--- config.mk ---
export PLATFORM = sky130hd
export DESIGN_NAME = tlca_ctrl
export DESIGN_NICKNAME = d
export VERILOG_FILES = /design/src/tree_lowest_common_ancestor_unit_macros.svh /design/src/tlca_pkg.sv /design/src/tlca_ctrl.sv
export SDC_FILE = /design/constraint.sdc
export NUM_CORES = 1
export LEC_CHECK = 0
export ABC_CLOCK_PERIOD_IN_PS = 3800
export BUFFER_PORTS_ARGS = -buffer_cell sky130_fd_sc_hd__buf_2
export CAP_MARGIN = 15
export CORE_MARGIN = 2
export CORE_UTILIZATION = 53
export CTS_CLUSTER_SIZE = 12
export DETAILED_ROUTE_END_ITERATION = 8
export HOLD_SLACK_MARGIN = 0.12
export PLACE_DENSITY = 0.82
export REMOVE_ABC_BUFFERS = 1
export SLEW_MARGIN = 20
export SYNTH_ARGS = -nofsm -noshare
export SYNTH_HDL_FRONTEND = slang
export SYNTH_SLANG_ARGS = --single-unit
--- constraint.sdc ---
create_clock -name clock -period 3.8 [get_ports clock]
set_input_delay 0.76 -clock clock [delete_from_list [all_inputs] [get_ports clock]]
set_output_delay 0.76 -clock clock [all_outputs]
set_load 0.005 [all_outputs]
--- src/tree_lowest_common_ancestor_unit_macros.svh ---
// Assertion macros for the tree lowest common ancestor unit.
`ifndef TREE_LOWEST_COMMON_ANCESTOR_UNIT_MACROS_SVH
`define TREE_LOWEST_COMMON_ANCESTOR_UNIT_MACROS_SVH
`ifndef SYNTHESIS
// Check that a property holds at every clock edge outside reset.
`define TLCA_ASSERT(name, clk, rst, prop) \
   name: assert property (@(posedge clk) disable iff (rst) prop) \
      else $error("tlca assertion failed");
// Check that an expression is never true outside reset.
`define TLCA_NEVER(name, clk, rst, expr) \
   name: assert property (@(posedge clk) disable iff (rst) !(expr)) \
      else $error("tlca forbidden condition seen");
`else
`define TLCA_ASSERT(name, clk, rst, prop)
`define TLCA_NEVER(name, clk, rst, expr)
`endif
`endif

--- src/tlca_pkg.sv ---
// ----------------------------------------------------------------------------
// tlca_pkg
// Shared constants, codes and types of the lowest common ancestor unit.
// ----------------------------------------------------------------------------
package tlca_pkg;

   localparam int MAX_NODES   = 1024;
   localparam int NODE_W      = $clog2(MAX_NODES);
   localparam int COUNT_W     = NODE_W + 1;
   localparam int LINK_W      = NODE_W + 1;
   localparam int TIME_W      = NODE_W + 1;
   localparam int CFG_W       = 11;
   localparam int REQ_W       = 2;
   localparam int LIFT_LEVELS = 10;
   localparam int LVL_W       = (LIFT_LEVELS > 1) ? $clog2(LIFT_LEVELS) : 1;
   localparam int LIFT_AW     = LVL_W + NODE_W;
   localparam int LIFT_DEPTH  = MAX_NODES * LIFT_LEVELS;

   // empty link: top bit set, never a node number
   localparam logic [LINK_W-1:0] EMPTY_LINK = LINK_W'(MAX_NODES);

   localparam logic KIND_BUILD = 1'b0;
   localparam logic KIND_QUERY = 1'b1;

   typedef enum logic [REQ_W-1:0] {
      REQ_LOAD   = 2'd0,
      REQ_BUILD  = 2'd1,
      REQ_QUERY  = 2'd2,
      REQ_UNUSED = 2'd3
   } req_code_type;

   typedef enum logic [4:0] {
      S_IDLE, S_CLR, S_LRD, S_LCHK, S_LLINK, S_TINIT, S_TRFC, S_TCFC,
      S_TRNS, S_TCNS, S_XRD1, S_XRD2, S_XWR, S_BDONE, S_QRDU, S_QRDV,
      S_QCHK, S_QLIFT, S_QTEST, S_QFIN
   } state_type;

   typedef enum logic [4:0] {
      OP_NONE, OP_ACCEPT, OP_CLEAR, OP_LINK_READ, OP_LINK_CHECK, OP_LINK_WRITE,
      OP_TOUR_INIT, OP_CHILD_READ, OP_CHILD_CHECK, OP_SIB_READ, OP_SIB_CHECK,
      OP_LIFT_READ, OP_LIFT_CHASE, OP_LIFT_WRITE, OP_BUILD_DONE, OP_Q_READ_U,
      OP_Q_READ_V, OP_Q_CHECK, OP_Q_LIFT, OP_Q_TEST, OP_Q_FINISH
   } dp_op_type;

   typedef struct packed {
      dp_op_type op;
   } cmd_type;

   typedef struct packed {
      logic link_none;
      logic idx_last;
      logic idx_one;
      logic parent_ok;
      logic push;
      logic sibling;
      logic sp_zero;
      logic lvl_last;
      logic lvl_zero;
      logic q_early;
   } status_type;

   function automatic logic [LIFT_AW-1:0] lift_addr(input logic [LVL_W-1:0] lvl,
                                                    input logic [NODE_W-1:0] nd);
      return {lvl, nd};
   endfunction

endpackage

--- src/tlca_ctrl.sv ---
// ----------------------------------------------------------------------------
// tlca_ctrl
// Sequencer for load, build (clear, link, tour, lift) and query phases.
// ----------------------------------------------------------------------------
module tlca_ctrl (
   input  logic                      clock,
   input  logic                      reset,
   input  logic                      start,
   input  logic [tlca_pkg::REQ_W-1:0] req_type,
   input  tlca_pkg::status_type      status,
   output tlca_pkg::cmd_type         cmd,
   output logic                      busy
);
   import tlca_pkg::*;

   state_type state_ff, state_in;

   always_comb begin
      state_in = state_ff;
      case (state_ff)
         S_IDLE: begin
            if (start) begin
               if (req_type == REQ_BUILD) begin
                  state_in = S_CLR;
               end else if (req_type == REQ_QUERY) begin
                  state_in = S_QRDU;
               end
            end
         end
         S_CLR: begin
            if (status.idx_last) begin
               state_in = status.link_none ? S_TINIT : S_LRD;
            end
         end
         S_LRD:   state_in = S_LCHK;
         S_LCHK: begin
            if (status.parent_ok) begin
               state_in = S_LLINK;
            end else begin
               state_in = status.idx_one ? S_TINIT : S_LRD;
            end
         end
         S_LLINK: state_in = status.idx_one ? S_TINIT : S_LRD;
         S_TINIT: state_in = S_TRFC;
         S_TRFC:  state_in = S_TCFC;
         S_TCFC:  state_in = status.push ? S_TRFC : S_TRNS;
         S_TRNS:  state_in = S_TCNS;
         S_TCNS: begin
            if (status.sibling) begin
               state_in = S_TRFC;
            end else if (status.sp_zero) begin
               state_in = (LIFT_LEVELS > 1) ? S_XRD1 : S_BDONE;
            end else begin
               state_in = S_TRNS;
            end
         end
         S_XRD1:  state_in = S_XRD2;
         S_XRD2:  state_in = S_XWR;
         S_XWR:   state_in = (status.idx_last && status.lvl_last) ? S_BDONE : S_XRD1;
         S_BDONE: state_in = S_IDLE;
         S_QRDU:  state_in = S_QRDV;
         S_QRDV:  state_in = S_QCHK;
         S_QCHK:  state_in = status.q_early ? S_IDLE : S_QLIFT;
         S_QLIFT: state_in = S_QTEST;
         S_QTEST: state_in = status.lvl_zero ? S_QFIN : S_QLIFT;
         S_QFIN:  state_in = S_IDLE;
         default: state_in = S_IDLE;
      endcase
   end

   always_comb begin
      cmd.op = OP_NONE;
      case (state_ff)
         S_IDLE:  cmd.op = start ? OP_ACCEPT : OP_NONE;
         S_CLR:   cmd.op = OP_CLEAR;
         S_LRD:   cmd.op = OP_LINK_READ;
         S_LCHK:  cmd.op = OP_LINK_CHECK;
         S_LLINK: cmd.op = OP_LINK_WRITE;
         S_TINIT: cmd.op = OP_TOUR_INIT;
         S_TRFC:  cmd.op = OP_CHILD_READ;
         S_TCFC:  cmd.op = OP_CHILD_CHECK;
         S_TRNS:  cmd.op = OP_SIB_READ;
         S_TCNS:  cmd.op = OP_SIB_CHECK;
         S_XRD1:  cmd.op = OP_LIFT_READ;
         S_XRD2:  cmd.op = OP_LIFT_CHASE;
         S_XWR:   cmd.op = OP_LIFT_WRITE;
         S_BDONE: cmd.op = OP_BUILD_DONE;
         S_QRDU:  cmd.op = OP_Q_READ_U;
         S_QRDV:  cmd.op = OP_Q_READ_V;
         S_QCHK:  cmd.op = OP_Q_CHECK;
         S_QLIFT: cmd.op = OP_Q_LIFT;
         S_QTEST: cmd.op = OP_Q_TEST;
         S_QFIN:  cmd.op = OP_Q_FINISH;
         default: cmd.op = OP_NONE;
      endcase
   end

   assign busy = (state_ff != S_IDLE);

   always_ff @(posedge clock) begin
      if (reset) begin
         state_ff <= S_IDLE;
      end else begin
         state_ff <= state_in;
      end
   end
endmodule

* Word-level counts from Yosys, hierarchy flattened *
Cells that the tools add are included.

cells by class
  reduce and logical (&&, ||, !) cells = 4
  equality and inequality tests = 24
  multiplexer cells = 16

operators with widths
  kind                number
  $pmux 5 s20         1
  $pmux 5 s18         1
  $eq 5x4->1 const B  8
  $mux 5              5
  $eq 5x3->1 const B  4
  $eq 5x5->1 const B  4
  $mux 3              4
  $eq 5x2->1 const B  2
  $mux 4              2
  $eq 5x1->1 const B  1
  $logic_not 5->1     1
  $reduce_bool 5->1   1
  $mux 2              2
  $ne 2x2->1 const B  2
  $ne 3x3->1 const B  1
  $reduce_and 3->1    1
  $eq 2x1->1 const B  1
  $eq 2x2->1 const B  1
  $logic_and 1x1->1   1
  $mux 1              1

word-level totals
  output and inout bits = 6
  input bits = 15
  word-level logic and storage cells = 45
  flip-flop bits (word level) = 5

* Longest topological paths before layout *
  depth in word-level cells = 5
  mapped depth = 6
  gate-level depth less buffers = 6

* Worst setup path before layout *
OpenSTA, ideal clock, no wires.

  kind = flip-flop to output port
  from = reg state_ff[0]
  to = out cmd[3] in the netlist's numbering
  stages on the path, launching flop included = 6
  path slack = 1889 ps
  buffers on the path = 2
  data required time = 3040 ps
  data arrival time = 1151 ps
  cells stage by stage = dfxtp_1 -> clkbuf_1 -> buf_2 -> nand3_1 -> xor2_1 -> nor2_1

RTL lines
  what                    line              text
  start, declared         tlca_ctrl.sv:16   state_type state_ff, state_in;
  start signal, assigned  tlca_ctrl.sv:104  state_ff <= state_in;
  end, declared           tlca_ctrl.sv:11   output tlca_pkg::cmd_type cmd,

==> results.py <==
metrics = {
    "clocking": {
        "cts_tree": "done",
        "cts_root_buf": "clkbuf_4",
        "postCtsHoldBufs": 0,
        "path_clk_slew_ns": 0.04,
        "insertion_delay_ns": 0.26,
        "cts_made_buffers": 3,
        "htree_levels": 1,
        "cts_buffer_depth": 2,
        "numClockSinks": 5,
        "postCtsSetupBuffers": 0,
        "cts_resized": 0,
    },
    "routing": {
        "vias": 798,
        "ant_nets": 0,
        "wire_per_inst_um": 14.18,
        "route.detailed.drc": 0,
        "routed_wl_um": 1772,
        "drt_pre_antenna_iters": 4,
        "viasPerCell": 6.384,
        "dr.first_iter.drc_count": 17,
    },
    "timing": {
        "skew_ns": 0.008159,
        "drv_slew": 0,
        "rsz0062_at_grt": "false",
        "finalCriticalPeriod_ns": 2.585,
        "hold_viol": 0,
        "setup_viol": 0,
        "finalCritPeriodShare": 0.6802,
        "setup_slack_ns": 1.215,
        "max_freq_mhz": 386.9,
        "tns_ns": 0,
        "tightest_slew_ns": 0.8257,
        "slew_headroom": 0.4488,
    },
    "floorplanning": {
        "ioPinCount": 21,
        "die_h_um": 40.17,
        "dieArea_sq_um": 1613,
        "core-area_sq_um": 1252,
        "start_util": 0.5534,
        "rows": 13,
        "dieWidth_um": 40.17,
    },
    "worst_setup_path": {
        "arrival_ns": 1.82,
        "startpoint_type": "register",
        "critPathKind": "reg -> out",
        "rrSetupSlack_ns": 1.74,
        "crit_path_end_kind": "output port",
        "crit_fanout": 26,
        "cp.required_ns": 3.04,
    },
    "cells_and_area": {
        "stdcell_area_sq_um": 787.0,
        "multiInputGateArea_sq_um": 523.0,
        "area_growth_pct": 13.54,
        "antenna_cells": 0,
        "regMostFlops": "state_ff",
        "fillers": 129,
        "final_core_util": 0.6284,
        "layout.nets": 127,
        "post_route_cells_drive_above_1_share": 0.3000,
        "reg.largest.list": "state_ff x5",
        "seq_area_sq_um": 100.1,
        "largest_register_ff_count": 5,
    },
    "placed_design": {
        "pre_cts_slack_ns": 1.517,
        "io_buffers": 20,
        "placed_cell_area_sq_um": 760.7,
        "gp_congestion": 0.8704,
        "hpwl_um": 1229,
    },
    "power_and_ir_drop": {
        "p_leak_nw": 0.3132,
        "cellPowerDensity_nw_per_um2": 687.2,
        "peakVddDrop_uv": 323.6,
    },
    "logic_synthesis": {
        "syn_inst": 96,
        "syn_avg_cell_area_sq_um": 7.220,
        "synthArstFlopShare": 0,
        "synth_area_sq_um": 693.2,
        "yosys.area.top_type_share": 0.1444,
        "ys.flop_type": "dfxtp_1",
        "synthDistinctLibCells": 44,
        "yosys.area.top_type": "dfxtp_1",
        "ys_seq_area_frac": 0.1444,
        "yosys_register_bits": 5,
        "synth-edff-count": 0,
        "yosys_warnings": 0,
        "synth_area_leaders": "dfxtp_1 (14%), or2_2 (4.5%), nor3_1 (4.3%)",
    },
    "grt": {
        "grtUsageTotal": 0.2486,
        "grt_overflow": 0,
        "antenna_found_initial": 0,
        "grt_pass1_wl_um": 2697,
        "grt_max_degree": 27,
        "grt_pass1_vias": 624,
    },
    "run_status": {
        "status": "complete, no violations",
    },
    "flow_run": {
        "cap_violations": 0,
    },
    "worst_hold_path": {
        "hp-class": "in -> reg",
    },
}
==> through the flow <==
step | total power, mW | cells | hold WS [ns]
after floorplan | 0.3670 | 86 | 0.6906
after global placement | 0.4631 | 121 | 0.8077
after detailed placement | 0.4706 | 121 | 0.8174
after CTS | 0.5378 | 125 | 0.6922
after global routing | 0.5911 | 125 | 0.6842
final | 0.5409 | 125 | 0.6921
==> kinds of logic after synthesis <==
kind of cell / after synthesis / synth area share
flops: 5 / 0.1444
buf+inv: 15 / 0.1011
simple gates: 37 / 0.3321
mux: 1 / 0.01444
compound gates: 34 / 0.3520
fa+ha+maj: 1 / 0.01805
xor+xnor: 3 / 0.03791
==> synthesized netlist by cell type, drive strengths merged, types with 4 or more instances <==
| cell type | number |
|---|---|
| o21ai | 4 |
| buf | 6 |
| dfxtp | 5 |
| a21oi | 5 |
| nor2 | 6 |
| a211oi | 5 |
| nand2 | 4 |
| a31oi | 4 |
| inv | 5 |
| nor3 | 6 |
| or2 | 5 |
| clkbuf | 4 |
==> worst max-delay path: stages, from the launching register on <==
cell	delay, ns
dfxtp_1	0.85
nand2_1	0.24
xor2_1	0.20
o22ai_1	0.15
buf_2	0.14
==> final cells by class <==
cell class	count	area share
multi-input cells	76	0.6645
flip-flops and latches	5	0.1272
repair buffers	20	0.1272
clock buffers	4	0.03339
inverters	5	0.02385
well taps	15	0.02385
==> layer usage <==
| metal | track usage | vias up | share of wire | routed length (um) |
|---|---|---|---|---|
| li1 | - | 393 | - | - |
| met1 | 0.3213 | 369 | 0.45 | 792 |
| met2 | 0.4153 | 34 | 0.48 | 851 |
| met3 | 0.03333 | 2 | 0.062 | 110 |
| met4 | 0.08621 | 0 | 0.010 | 18 |
| met5 | 0 | - | 0 | 0 |
==> final timing paths <==
kind | to | cells after the start | startpoint
worst max-delay path | cmd[2] | 4 | state_ff[1]
worst min-delay path | state_ff[4] | 2 | reset
worst max register to register | state_ff[1] | 4 | state_ff[1]
worst min register to register | state_ff[4] | 2 | state_ff[0]
==> where the power goes <==
part / internal (mW) / leakage [nW] / switching, mW
clock: 0.0399 / 0.0150 / 0.0256
sequential: 0.0716 / 0.0411 / 0.0963
combinational: 0.164 / 0.257 / 0.143
==> cell usage in the layout (no fill, tap or decap), types with 3 or more instances in the layout <==
cell type	Yosys	routed
clkbuf_4	0	3
nand2_1	4	4
o21ai_0	4	4
nor3_1	6	6
or2_2	5	5
inv_1	5	5
a21oi_1	5	5
dfxtp_1	5	5
a211oi_1	4	4
buf_2	5	20
nor2_1	6	6
a31oi_1	4	4
Power figures use the tool's default switching activity.
